**config.mk**
```make
export PLATFORM = sky130hd
export DESIGN_NAME = date_offset_and_day_number_top_flat
export DESIGN_NICKNAME = d
export VERILOG_FILES = /design/src/hdl/dodn_pkg.sv /design/src/hdl/dodn_in_if.sv /design/src/hdl/dodn_out_if.sv /design/src/hdl/dodn_ucode_rom.sv /design/src/hdl/dodn_sequencer.sv /design/src/hdl/dodn_datapath.sv /design/src/hdl/date_offset_and_day_number_top.sv /design/src/flat_wrapper.sv
export SDC_FILE = /design/constraint.sdc
export NUM_CORES = 1
export LEC_CHECK = 0
export ABC_AREA = 1
export ABC_CLOCK_PERIOD_IN_PS = 11700
export BUFFER_PORTS_ARGS = -buffer_cell sky130_fd_sc_hd__buf_2
export CORE_MARGIN = 1
export CORE_UTILIZATION = 30
export CTS_CLUSTER_SIZE = 14
export DETAILED_ROUTE_END_ITERATION = 8
export HOLD_SLACK_MARGIN = 0.03
export MAX_ROUTING_LAYER = met4
export PLACE_DENSITY = 0.53
export SLEW_MARGIN = 30
export SYNTH_ARGS = -nofsm -noshare
export SYNTH_HDL_FRONTEND = slang
export SYNTH_HIERARCHICAL = 1
export SYNTH_SLANG_ARGS = --single-unit
```
**constraint.sdc**
```tcl
create_clock -name clk -period 11.7 [get_ports clk]
set_input_delay 0.585 -clock clk [delete_from_list [all_inputs] [get_ports clk]]
set_output_delay 0.585 -clock clk [all_outputs]
set_load 0.02 [all_outputs]
```
**src/hdl/dodn_pkg.sv**
```systemverilog
`timescale 1ns / 1ps
`default_nettype none
// ----------------------------------------------------------------------------
// Date offset package
// Shared types, microcode table and calendar helpers for the date offset block.
// ----------------------------------------------------------------------------
package dodn_pkg;

  localparam int unsigned MaxDayNumber = 3652059;
  localparam int unsigned DaysPerYear  = 365;
  localparam int unsigned RecipMul25   = 5243;  // 2^17 / 25, rounded up
  localparam int unsigned RecipShift   = 17;

  typedef logic [3:0] step_t;

  localparam step_t S_WAIT   = 4'd0;
  localparam step_t S_CLAMP  = 4'd1;
  localparam step_t S_Q4     = 4'd2;
  localparam step_t S_C100   = 4'd3;
  localparam step_t S_C400   = 4'd4;
  localparam step_t S_MONTH  = 4'd5;
  localparam step_t S_DAY    = 4'd6;
  localparam step_t S_OFFSET = 4'd7;
  localparam step_t S_RANGE  = 4'd8;
  localparam step_t S_DIR    = 4'd9;
  localparam step_t S_FWD    = 4'd10;
  localparam step_t S_BACK   = 4'd11;
  localparam step_t S_FIN    = 4'd12;
  localparam step_t S_DONE   = 4'd13;

  typedef enum logic [2:0] {
    C_ALWAYS,
    C_IN_VALID,
    C_OUT_RANGE,
    C_R_NEG,
    C_FIT_FWD,
    C_FIT_BACK,
    C_OUT_FREE
  } cond_t;

  typedef enum logic [3:0] {
    A_NOP,
    A_LOAD,
    A_CLAMP,
    A_ADD_Q4,
    A_SUB_C100,
    A_ADD_C400,
    A_ADD_MONTH,
    A_ADD_DAY,
    A_ADD_OFF,
    A_SET_FLAG,
    A_FWD_MONTH,
    A_BACK_MONTH,
    A_FINISH,
    A_EMIT
  } act_t;

  typedef enum logic [1:0] {
    G_ALWAYS,
    G_TRUE,
    G_FALSE
  } gate_t;

  typedef struct packed {
    cond_t cond;
    step_t jt;
    step_t jf;
    act_t  act;
    gate_t gate;
  } ctrl_t;

  typedef struct packed {
    act_t act;
    logic en;
    logic idle;
  } cmd_t;

  typedef struct packed {
    logic in_valid;
    logic out_free;
    logic out_range;
    logic r_neg;
    logic fit_fwd;
    logic fit_back;
  } stat_t;

  // Microcode program: one control word per step.
  function automatic ctrl_t ucode(input step_t s);
    ctrl_t c;
    c = '{cond: C_ALWAYS, jt: S_WAIT, jf: S_WAIT, act: A_NOP, gate: G_ALWAYS};
    unique case (s)
      S_WAIT:   c = '{cond: C_IN_VALID, jt: S_CLAMP, jf: S_WAIT, act: A_LOAD, gate: G_TRUE};
      S_CLAMP:  c = '{cond: C_ALWAYS, jt: S_Q4, jf: S_Q4, act: A_CLAMP, gate: G_ALWAYS};
      S_Q4:     c = '{cond: C_ALWAYS, jt: S_C100, jf: S_C100, act: A_ADD_Q4, gate: G_ALWAYS};
      S_C100:   c = '{cond: C_ALWAYS, jt: S_C400, jf: S_C400, act: A_SUB_C100,
                      gate: G_ALWAYS};
      S_C400:   c = '{cond: C_ALWAYS, jt: S_MONTH, jf: S_MONTH, act: A_ADD_C400,
                      gate: G_ALWAYS};
      S_MONTH:  c = '{cond: C_ALWAYS, jt: S_DAY, jf: S_DAY, act: A_ADD_MONTH,
                      gate: G_ALWAYS};
      S_DAY:    c = '{cond: C_ALWAYS, jt: S_OFFSET, jf: S_OFFSET, act: A_ADD_DAY,
                      gate: G_ALWAYS};
      S_OFFSET: c = '{cond: C_ALWAYS, jt: S_RANGE, jf: S_RANGE, act: A_ADD_OFF,
                      gate: G_ALWAYS};
      S_RANGE:  c = '{cond: C_OUT_RANGE, jt: S_DONE, jf: S_DIR, act: A_SET_FLAG,
                      gate: G_TRUE};
      S_DIR:    c = '{cond: C_R_NEG, jt: S_BACK, jf: S_FWD, act: A_NOP, gate: G_ALWAYS};
      S_FWD:    c = '{cond: C_FIT_FWD, jt: S_FIN, jf: S_FWD, act: A_FWD_MONTH,
                      gate: G_FALSE};
      S_BACK:   c = '{cond: C_FIT_BACK, jt: S_FIN, jf: S_BACK, act: A_BACK_MONTH,
                      gate: G_FALSE};
      S_FIN:    c = '{cond: C_ALWAYS, jt: S_DONE, jf: S_DONE, act: A_FINISH, gate: G_ALWAYS};
      S_DONE:   c = '{cond: C_OUT_FREE, jt: S_WAIT, jf: S_DONE, act: A_EMIT, gate: G_TRUE};
      default:  c = '{cond: C_ALWAYS, jt: S_WAIT, jf: S_WAIT, act: A_NOP, gate: G_ALWAYS};
    endcase
    return c;
  endfunction

  // Quotient by 25 through a reciprocal, exact for any 14-bit value.
  function automatic logic [9:0] div25(input logic [13:0] x);
    logic [26:0] prod;
    prod = 27'(x) * 27'(RecipMul25);
    return prod[RecipShift +: 10];
  endfunction

  // Leap year: divisible by 4 and (not by 25, or by 16).
  function automatic logic leap_f(input logic [13:0] y);
    logic [9:0]  q;
    logic [13:0] back;
    q    = div25(y);
    back = 14'(q) * 14'd25;
    return (y[1:0] == 2'd0) && ((back != y) || (y[3:0] == 4'd0));
  endfunction

  function automatic logic [4:0] days_of(input logic [3:0] m, input logic lp);
    logic [4:0] n;
    unique case (m)
      4'd2:                      n = lp ? 5'd29 : 5'd28;
      4'd4, 4'd6, 4'd9, 4'd11:   n = 5'd30;
      default:                   n = 5'd31;
    endcase
    return n;
  endfunction

  // Days before the first of the month in a common year.
  function automatic logic [8:0] month_start(input logic [3:0] m);
    logic [8:0] n;
    unique case (m)
      4'd2:    n = 9'd31;
      4'd3:    n = 9'd59;
      4'd4:    n = 9'd90;
      4'd5:    n = 9'd120;
      4'd6:    n = 9'd151;
      4'd7:    n = 9'd181;
      4'd8:    n = 9'd212;
      4'd9:    n = 9'd243;
      4'd10:   n = 9'd273;
      4'd11:   n = 9'd304;
      4'd12:   n = 9'd334;
      default: n = 9'd0;
    endcase
    return n;
  endfunction

endpackage
`default_nettype wire

```
**src/hdl/dodn_in_if.sv**
```systemverilog
`timescale 1ns / 1ps
`default_nettype none
// ----------------------------------------------------------------------------
// Date offset input channel
// Valid/ready channel carrying an input date and a signed day offset.
// ----------------------------------------------------------------------------
interface dodn_in_if;
  logic               valid;
  logic               ready;
  logic        [4:0]  day;
  logic        [3:0]  month;
  logic        [13:0] year;
  logic signed [15:0] day_offset;

  modport source (output valid, output day, output month, output year,
                  output day_offset, input ready);
  modport sink   (input valid, input day, input month, input year,
                  input day_offset, output ready);
endinterface
`default_nettype wire

```
**src/hdl/dodn_out_if.sv**
```systemverilog
`timescale 1ns / 1ps
`default_nettype none
// ----------------------------------------------------------------------------
// Date offset output channel
// Valid/ready channel carrying the moved date and the day number.
// ----------------------------------------------------------------------------
interface dodn_out_if;
  logic        valid;
  logic        ready;
  logic [4:0]  res_day;
  logic [3:0]  res_month;
  logic [13:0] res_year;
  logic [21:0] day_number;
  logic        out_of_range;

  modport source (output valid, output res_day, output res_month, output res_year,
                  output day_number, output out_of_range, input ready);
  modport sink   (input valid, input res_day, input res_month, input res_year,
                  input day_number, input out_of_range, output ready);
endinterface
`default_nettype wire

```
**src/hdl/dodn_ucode_rom.sv**
```systemverilog
`timescale 1ns / 1ps
`default_nettype none
// ----------------------------------------------------------------------------
// Date offset microcode ROM
// Maps the step counter to its control word.
// ----------------------------------------------------------------------------
module dodn_ucode_rom
  import dodn_pkg::*;
(
  input  step_t step,
  output ctrl_t ctrl
);

  assign ctrl = ucode(step);

endmodule
`default_nettype wire

```
**src/hdl/dodn_sequencer.sv**
```systemverilog
`timescale 1ns / 1ps
`default_nettype none
// ----------------------------------------------------------------------------
// Date offset sequencer
// Step counter with two-way conditional jumps, driving the datapath.
// ----------------------------------------------------------------------------
module dodn_sequencer
  import dodn_pkg::*;
(
  input  logic  clk,
  input  logic  rst,
  input  stat_t stat,
  output cmd_t  cmd
);

  step_t step;
  step_t step_next;
  ctrl_t ctrl;
  logic  cond_hit;

  dodn_ucode_rom u_rom (
    .step (step),
    .ctrl (ctrl)
  );

  always_comb begin
    unique case (ctrl.cond)
      C_ALWAYS:    cond_hit = 1'b1;
      C_IN_VALID:  cond_hit = stat.in_valid;
      C_OUT_RANGE: cond_hit = stat.out_range;
      C_R_NEG:     cond_hit = stat.r_neg;
      C_FIT_FWD:   cond_hit = stat.fit_fwd;
      C_FIT_BACK:  cond_hit = stat.fit_back;
      C_OUT_FREE:  cond_hit = stat.out_free;
      default:     cond_hit = 1'b1;
    endcase
  end

  always_comb begin
    step_next = cond_hit ? ctrl.jt : ctrl.jf;
    cmd.act   = ctrl.act;
    cmd.idle  = (step == S_WAIT);
    unique case (ctrl.gate)
      G_ALWAYS: cmd.en = 1'b1;
      G_TRUE:   cmd.en = cond_hit;
      G_FALSE:  cmd.en = !cond_hit;
      default:  cmd.en = 1'b0;
    endcase
  end

  always_ff @(posedge clk) begin
    if (rst) begin
      step <= S_WAIT;
    end else begin
      step <= step_next;
    end
  end

endmodule
`default_nettype wire

```
**src/hdl/dodn_datapath.sv**
```systemverilog
`timescale 1ns / 1ps
`default_nettype none
// ----------------------------------------------------------------------------
// Date offset datapath
// Date registers, day-number accumulator, month walker and output register.
// ----------------------------------------------------------------------------
module dodn_datapath
  import dodn_pkg::*;
(
  input  logic          clk,
  input  logic          rst,
  dodn_in_if.sink       in_ch,
  dodn_out_if.source    out_ch,
  input  cmd_t          cmd,
  output stat_t         stat
);

  logic [4:0]  d;
  logic [3:0]  m;
  logic [13:0] y;
  logic [16:0] r;          // remaining offset, two's complement
  logic [23:0] acc;        // two's complement
  logic [21:0] dn;
  logic        flag;
  logic        out_valid;

  logic [13:0] p;
  logic        lp;
  logic [4:0]  len_cur;
  logic [4:0]  len_prev;
  logic [3:0]  m_prev;
  logic [16:0] r_plus_d;
  logic [3:0]  m_sat;
  logic [13:0] y_sat;
  logic        do_emit;

  assign p        = y - 14'd1;
  assign lp       = leap_f(y);
  assign len_cur  = days_of(m, lp);
  assign m_prev   = (m == 4'd1) ? 4'd12 : m - 4'd1;
  assign len_prev = days_of(m_prev, lp);   // December is 31 days in any year
  assign r_plus_d = r + 17'(d);

  assign m_sat = (in_ch.month == 4'd0) ? 4'd1 :
                 (in_ch.month > 4'd12) ? 4'd12 : in_ch.month;
  assign y_sat = (in_ch.year == 14'd0) ? 14'd1 :
                 (in_ch.year > 14'd9999) ? 14'd9999 : in_ch.year;

  assign stat.in_valid  = in_ch.valid;
  assign stat.out_free  = !out_valid || out_ch.ready;
  assign stat.out_range = acc[23] || (acc == 24'd0) || (acc > 24'(MaxDayNumber));
  assign stat.r_neg     = r[16];
  assign stat.fit_fwd   = r_plus_d <= 17'(len_cur);
  assign stat.fit_back  = !r_plus_d[16] && (r_plus_d != 17'd0);

  assign do_emit = cmd.en && (cmd.act == A_EMIT);

  assign in_ch.ready         = cmd.idle;
  assign out_ch.valid        = out_valid;

  always_ff @(posedge clk) begin
    if (rst) begin
      out_valid <= 1'b0;
    end else if (do_emit) begin
      out_valid <= 1'b1;
    end else if (out_ch.ready) begin
      out_valid <= 1'b0;
    end
  end

  always_ff @(posedge clk) begin
    if (do_emit) begin
      out_ch.res_day      <= d;
      out_ch.res_month    <= m;
      out_ch.res_year     <= y;
      out_ch.day_number   <= dn;
      out_ch.out_of_range <= flag;
    end
    if (cmd.en) begin
      unique case (cmd.act)
        A_LOAD: begin
          d    <= in_ch.day;
          m    <= m_sat;
          y    <= y_sat;
          r    <= {in_ch.day_offset[15], in_ch.day_offset};
          flag <= 1'b0;
        end
        A_CLAMP: begin
          // Clamp day into the month, start the day count with whole years.
          d   <= (d == 5'd0) ? 5'd1 : (d > len_cur) ? len_cur : d;
          acc <= 24'(p) * 24'(DaysPerYear);
        end
        A_ADD_Q4:    acc <= acc + 24'(p[13:2]);
        A_SUB_C100:  acc <= acc - 24'(div25(14'(p[13:2])));
        A_ADD_C400:  acc <= acc + 24'(div25(14'(p[13:4])));
        A_ADD_MONTH: acc <= acc + 24'(month_start(m)) + 24'((m > 4'd2) && lp);
        A_ADD_DAY:   acc <= acc + 24'(d);
        A_ADD_OFF: begin
          dn  <= acc[21:0];
          acc <= acc + {{7{r[16]}}, r};
        end
        A_SET_FLAG:  flag <= 1'b1;
        A_FWD_MONTH: begin
          // Drop the rest of this month, advance to the first of the next.
          r <= r - 17'(len_cur) + 17'(d) - 17'd1;
          d <= 5'd1;
          if (m == 4'd12) begin
            m <= 4'd1;
            y <= y + 14'd1;
          end else begin
            m <= m + 4'd1;
          end
        end
        A_BACK_MONTH: begin
          // Step back to the last day of the previous month.
          r <= r_plus_d;
          d <= len_prev;
          m <= m_prev;
          if (m == 4'd1) begin
            y <= y - 14'd1;
          end
        end
        A_FINISH: d <= d + r[4:0];
        A_NOP, A_EMIT: ;
        default: ;
      endcase
    end
  end

  a_accept_drops_ready: assert property (@(posedge clk) disable iff (rst)
    in_ch.valid && in_ch.ready |=> !in_ch.ready)
    else $error("input accepted twice without finishing an item");

  a_result_month_legal: assert property (@(posedge clk) disable iff (rst)
    out_valid |-> (out_ch.res_month >= 4'd1) && (out_ch.res_month <= 4'd12)
                  && (out_ch.res_day != 5'd0))
    else $error("result date not legal");

  a_fwd_walk_sign: assert property (@(posedge clk) disable iff (rst)
    cmd.en && (cmd.act == A_FWD_MONTH) |-> !r[16])
    else $error("forward month walk with negative remainder");

  a_back_walk_sign: assert property (@(posedge clk) disable iff (rst)
    cmd.en && (cmd.act == A_BACK_MONTH) |-> r[16])
    else $error("backward month walk with non-negative remainder");

endmodule
`default_nettype wire

```
**src/hdl/date_offset_and_day_number_top.sv**
```systemverilog
`timescale 1ns / 1ps
`default_nettype none
// ----------------------------------------------------------------------------
// Gregorian date offset and day number
// Moves a date by a signed day offset and reports its day number from 1/1/1.
// ----------------------------------------------------------------------------
// The block takes one transaction at a time: a date and a signed offset in,
// one result out. Out-of-range input fields are saturated first (month to
// 1..12, year to 1..9999, day to 1..last day of the month), and the day
// number is that of the saturated date. The month walker then moves the
// date one month per cycle, forward or back, until the rest of the offset
// fits in the month. If the moved date falls outside 1/1/1..31/12/9999 the
// walk is skipped, out_of_range is raised and the saturated input date is
// returned. The result sits in an output register until taken; the next
// input is accepted once the result has been handed to that register.
// ----------------------------------------------------------------------------
module date_offset_and_day_number_top
  import dodn_pkg::*;
(
  input  logic        clk,
  input  logic        rst,
  dodn_in_if.sink     in_ch,
  dodn_out_if.source  out_ch
);

  // Control word actions and datapath status between the two halves.
  cmd_t  cmd;
  stat_t stat;

  // Step counter, microcode ROM and jump logic.
  dodn_sequencer u_seq (
    .clk  (clk),
    .rst  (rst),
    .stat (stat),
    .cmd  (cmd)
  );

  // Date registers, day-number accumulator and month walker.
  dodn_datapath u_dp (
    .clk    (clk),
    .rst    (rst),
    .in_ch  (in_ch),
    .out_ch (out_ch),
    .cmd    (cmd),
    .stat   (stat)
  );

endmodule
`default_nettype wire
```
**src/flat_wrapper.sv**
```systemverilog
// flat-port wrapper written by rule: the top's interface ports become plain ports
module date_offset_and_day_number_top_flat import dodn_pkg::*;
  (clk, rst, in_ch_valid, in_ch_day, in_ch_month, in_ch_year, in_ch_day_offset, in_ch_ready, out_ch_valid, out_ch_res_day, out_ch_res_month, out_ch_res_year, out_ch_day_number, out_ch_out_of_range, out_ch_ready);
  dodn_in_if in_ch_i ();
  dodn_out_if out_ch_i ();
  input  logic clk;
  input  logic rst;
  input wire logic [$bits(in_ch_i.valid)-1:0] in_ch_valid;
  input wire logic [$bits(in_ch_i.day)-1:0] in_ch_day;
  input wire logic [$bits(in_ch_i.month)-1:0] in_ch_month;
  input wire logic [$bits(in_ch_i.year)-1:0] in_ch_year;
  input wire logic [$bits(in_ch_i.day_offset)-1:0] in_ch_day_offset;
  output wire logic [$bits(in_ch_i.ready)-1:0] in_ch_ready;
  output wire logic [$bits(out_ch_i.valid)-1:0] out_ch_valid;
  output wire logic [$bits(out_ch_i.res_day)-1:0] out_ch_res_day;
  output wire logic [$bits(out_ch_i.res_month)-1:0] out_ch_res_month;
  output wire logic [$bits(out_ch_i.res_year)-1:0] out_ch_res_year;
  output wire logic [$bits(out_ch_i.day_number)-1:0] out_ch_day_number;
  output wire logic [$bits(out_ch_i.out_of_range)-1:0] out_ch_out_of_range;
  input wire logic [$bits(out_ch_i.ready)-1:0] out_ch_ready;
  assign in_ch_i.valid = in_ch_valid;
  assign in_ch_i.day = in_ch_day;
  assign in_ch_i.month = in_ch_month;
  assign in_ch_i.year = in_ch_year;
  assign in_ch_i.day_offset = in_ch_day_offset;
  assign in_ch_ready = in_ch_i.ready;
  assign out_ch_valid = out_ch_i.valid;
  assign out_ch_res_day = out_ch_i.res_day;
  assign out_ch_res_month = out_ch_i.res_month;
  assign out_ch_res_year = out_ch_i.res_year;
  assign out_ch_day_number = out_ch_i.day_number;
  assign out_ch_out_of_range = out_ch_i.out_of_range;
  assign out_ch_i.ready = out_ch_ready;
  date_offset_and_day_number_top u_core (.clk(clk), .rst(rst), .in_ch(in_ch_i), .out_ch(out_ch_i));
endmodule
```
==> flow_summary.rst <==
.. list-table::
   :header-rows: 1

   * - Metric
     - Value
   * - Top cells by area in the synthesized netlist
     - sky130_fd_sc_hd__ha_1 22%, sky130_fd_sc_hd__edfxtp_1 18%, sky130_fd_sc_hd__fa_1 16%
   * - Count of antenna-violating nets left after detailed routing
     - 0
   * - Number of cells produced by synthesis
     - 2712
   * - Cell area after layout
     - between 0.02 and 0.025 mm2
   * - Sequential area share after synthesis
     - 19.3%
   * - Register-to-register setup slack
     - approximately 0.91 ns
   * - Cell types with the highest counts after synthesis
     - 528 x sky130_fd_sc_hd__nand2_1, 511 x sky130_fd_sc_hd__inv_1, 384 x sky130_fd_sc_hd__ha_1, 178 x sky130_fd_sc_hd__fa_1, 166 x sky130_fd_sc_hd__a21oi_1
   * - Predominant post-synthesis flop cell
     - sky130_fd_sc_hd__edfxtp_1
   * - Post-synth EDFFs
     - roughly 130
   * - Final sum of negative setup slack
     - 0 ns
   * - Number of buffers inserted for hold repair after clock tree synthesis
     - 0
   * - Maximum fanout count along the critical path
     - 25
   * - Post-Synthesis Cell Area
     - 0.0221 mm2
   * - Count of nets after finishing
     - 3452
   * - Dominant cell type by count on the critical path
     - sky130_fd_sc_hd__nand2_1
   * - Total wirelength of the detailed-routed design
     - 65000 um
   * - Max-cap violations
     - 0
   * - Horizontal die dimension
     - between 200 and 300 um
   * - I/O pin count
     - a little over 90
   * - CP max stage cell
     - sky130_fd_sc_hd__edfxtp_1
   * - Gate family responsible for the most delay along the worst path
     - adder cells
   * - Antenna violations before repair
     - 2
   * - Number of vias per cell
     - between 4 and 5
   * - Fin Clk Skew
     - about 0.015 ns
   * - Number of different library cells in the post-synthesis netlist
     - between 60 and 70
   * - Portion of synthesized cell area occupied by the leading cell type
     - between 20% and 30%
   * - Detailed-route DRC error count
     - 0
   * - Height of the die
     - between 200 and 300 um
   * - Final-report max-slew violation count
     - 0
   * - Worst endpoint required time
     - between 10 and 15 ns
   * - Clock buffers created by TritonCTS
     - 17
   * - Total gr overflow
     - 0
   * - Setup Slack @ Placement
     - 0.533 ns
   * - Worst-path clk slew
     - 0.07 ns
   * - CP Launch Type
     - flop
   * - Global-route total usage across every layer
     - 18.2%
   * - Element type at the critical path end
     - flop
   * - Latest clock arrival within the worst-skew pair
     - approximately 0.47 ns
   * - Total number of vias
     - about 18k
   * - Number of cells on the critical path
     - between 50 and 60
   * - Sequential cell area in the final layout
     - 0.00427 mm2
   * - Bufs on Longest Clock Path
     - 2
   * - Die outline area
     - 0.0748 mm2
   * - Inst Count DP
     - between 3k and 4k
   * - Count of TritonRoute iterations in the first routing pass
     - 5
   * - Number of cell rows
     - slightly below 100
   * - Final number of setup-violating endpoints
     - 0
   * - Synthesis-to-finish area growth
     - 11.4%
   * - Diodes inserted
     - 0
   * - WP buf/inv
     - 10
   * - Most frequently used cell type in the post-synthesis netlist
     - sky130_fd_sc_hd__nand2_1
   * - Warnings from Yosys
     - 6
   * - Highest clock rate
     - around 93 MHz
   * - Cell area reported after detailed placement
     - approximately 0.024 mm2
   * - Largest net degree at the start of global routing
     - 27
   * - Critical path type
     - reg2reg
   * - Clock root buffer
     - sky130_fd_sc_hd__clkbuf_16
   * - Worst slew pin tran
     - 0.907 ns
   * - Net count of the mapped netlist
     - 3317
   * - HPWL after detailed placement
     - ~54000 um
   * - Multi-input gate area
     - ~0.016 mm2
   * - TritonCTS clock tree
     - built
   * - Top cell type by total area after synthesis
     - sky130_fd_sc_hd__ha_1
   * - Path type of the worst min-delay path
     - in2reg
   * - Number of sinks driven by the clock tree
     - ~150
   * - Count of input and output buffers
     - 90
   * - Final std cells w/o fill
     - 3819
   * - Number of failing hold endpoints at the final stage
     - 0
   * - Number of cells on the worst hold path
     - 2
   * - RSZ-0062 raised after global routing
     - no
   * - CP Data Arrival Time
     - roughly 11 ns
   * - Routed len/inst
     - 17.0 um
   * - Post-route minimum period
     - roughly 11 ns
   * - Number of global-route vias before repair
     - about 18k
   * - Number of violations reported at the end of detailed-routing iteration 0
     - 1305
   * - Fill count
     - approximately 7.7k
   * - Area of the core
     - ~0.073 mm2
   * - Status
     - finished clean
   * - Fraction of layout cells with a size suffix above 1
     - a little under 9%
   * - Wire length of the first global-routing pass
     - between 100000 and 150000 um
   * - Slack of the critical path
     - between 0.9 and 1 ns
   * - Normalized max-slew margin
     - around two fifths
   * - Routability congestion estimate from global placement
     - between 0.8 and 0.9
   * - Final cycle utilization of the critical path
     - between 90% and 100%
   * - H-Tree Level Count
     - 4
   * - Starting Density
     - 30.3%
   * - Path depth of the worst reg2reg path
     - 57
   * - Worst path max stage delay
     - 0.72 ns
   * - Syn avg cell area
     - between 8 and 9 um2
   * - Proportion of synthesized flip-flops having asynchronous set or reset
     - 0%
   * - Number of flip-flops and latches in the synthesized netlist
     - ~150
flip-flops by register name, indices dropped and copies added, names as in the netlist, named ones only:
signal                           cells
u_core/u_dp/acc                     24
u_core/u_dp/d                        5
u_core/u_dp/dn                      22
u_core/u_dp/flag                     1
u_core/u_dp/m                        4
u_core/u_dp/out_ch.day_number       22
u_core/u_dp/out_ch.out_of_range      1
u_core/u_dp/out_ch.res_day           5
u_core/u_dp/out_ch.res_month         4
u_core/u_dp/out_ch.res_year         14
u_core/u_dp/out_ch.valid             1
u_core/u_dp/r                       17
u_core/u_dp/y                       14
u_core/u_seq/step                    4
kinds of logic (layout without fill, tap and decap cells):
group | count (synthesis) | after routing | share of synthesized area (%)
AO/OA/AOI/OAI | 432 | 432 | 11.7
AND/OR/NAND/NOR | 954 | 954 | 18.7
buffers and inverters | 550 | 698 | 9.54
XOR/XNOR | 67 | 67 | 2.79
flip-flops | 147 | 147 | 19.3
adder cells (fa/ha/maj) | 562 | 562 | 37.9
metal layers:
metal / routed length (um) / track usage, % / up-vias
li1: - / - / 9241
met1: 31800 / 25.3 / 8753
met2: 29000 / 28.2 / 428
met3: 2970 / 2.11 / 55
met4: 1170 / 3.87 / 0
met5: 0 / - / -
placed cells by master, fill, tap and decap left out, drive strengths merged, types with 14 or more instances in the layout:
cell,instances
o21ai,132
edfxtp,133
dfxtp,14
a21oi,172
nand2,532
nand4,32
buf,136
xor2,48
o211ai,32
ha,384
nand3,154
xnor2,18
inv,533
clkbuf,19
o221ai,16
nor3,33
fa,178
o21bai,15
nor2,164
worst paths after layout:
kind,end,startpoint
setup / recovery,flop,u_core/u_dp/y[3]
hold / removal,u_core/u_dp/out_ch.valid,rst
setup reg to reg,flop,u_core/u_dp/y[3]
hold reg to reg,u_core/u_dp/out_ch.day_number[0],u_core/u_dp/dn[0]
final cells by class:
cell class	instances	share of cell area [%]
clock buffer	19	1.76
clock inverter	13	0.706
inverter	530	8.10
multi-input combinational	2015	64.0
sequential	147	17.4
tap	959	4.87
timing repair buffer	136	3.25
worst reg2reg max path, delay by kind of cell, from the launching register on:
| kind | cells | cell delay, ns |
|---|---|---|
| AOI/OAI and AO/OA | 11 | 1.84 |
| adders and majority gates | 11 | 4.32 |
| xor gates and xnor gates | 1 | 0.26 |
| DFF | 1 | 0.72 |
| and+or+nand+nor | 24 | 2.28 |
| buffers and inverters | 10 | 1.27 |
per-stage QoR:
stage               util, %  hold slack [ns]
detailed placement     32.7            0.406
global placement       32.7            0.403
CTS                    33.5            0.285
floorplan                 -            0.400
finish                 33.8            0.300
global route           33.8            0.293
timing repair:
| item | 4_1_cts | 5_1_grt |
|---|---|---|
| buffers inserted | 0 | 19 |
| resized for setup | 0 | 4 |
| setup endpoints to repair | 0 | 9 |
Power is not shown: default switching activity piles up to over one toggle a cycle in this logic, so the estimate is an artifact.
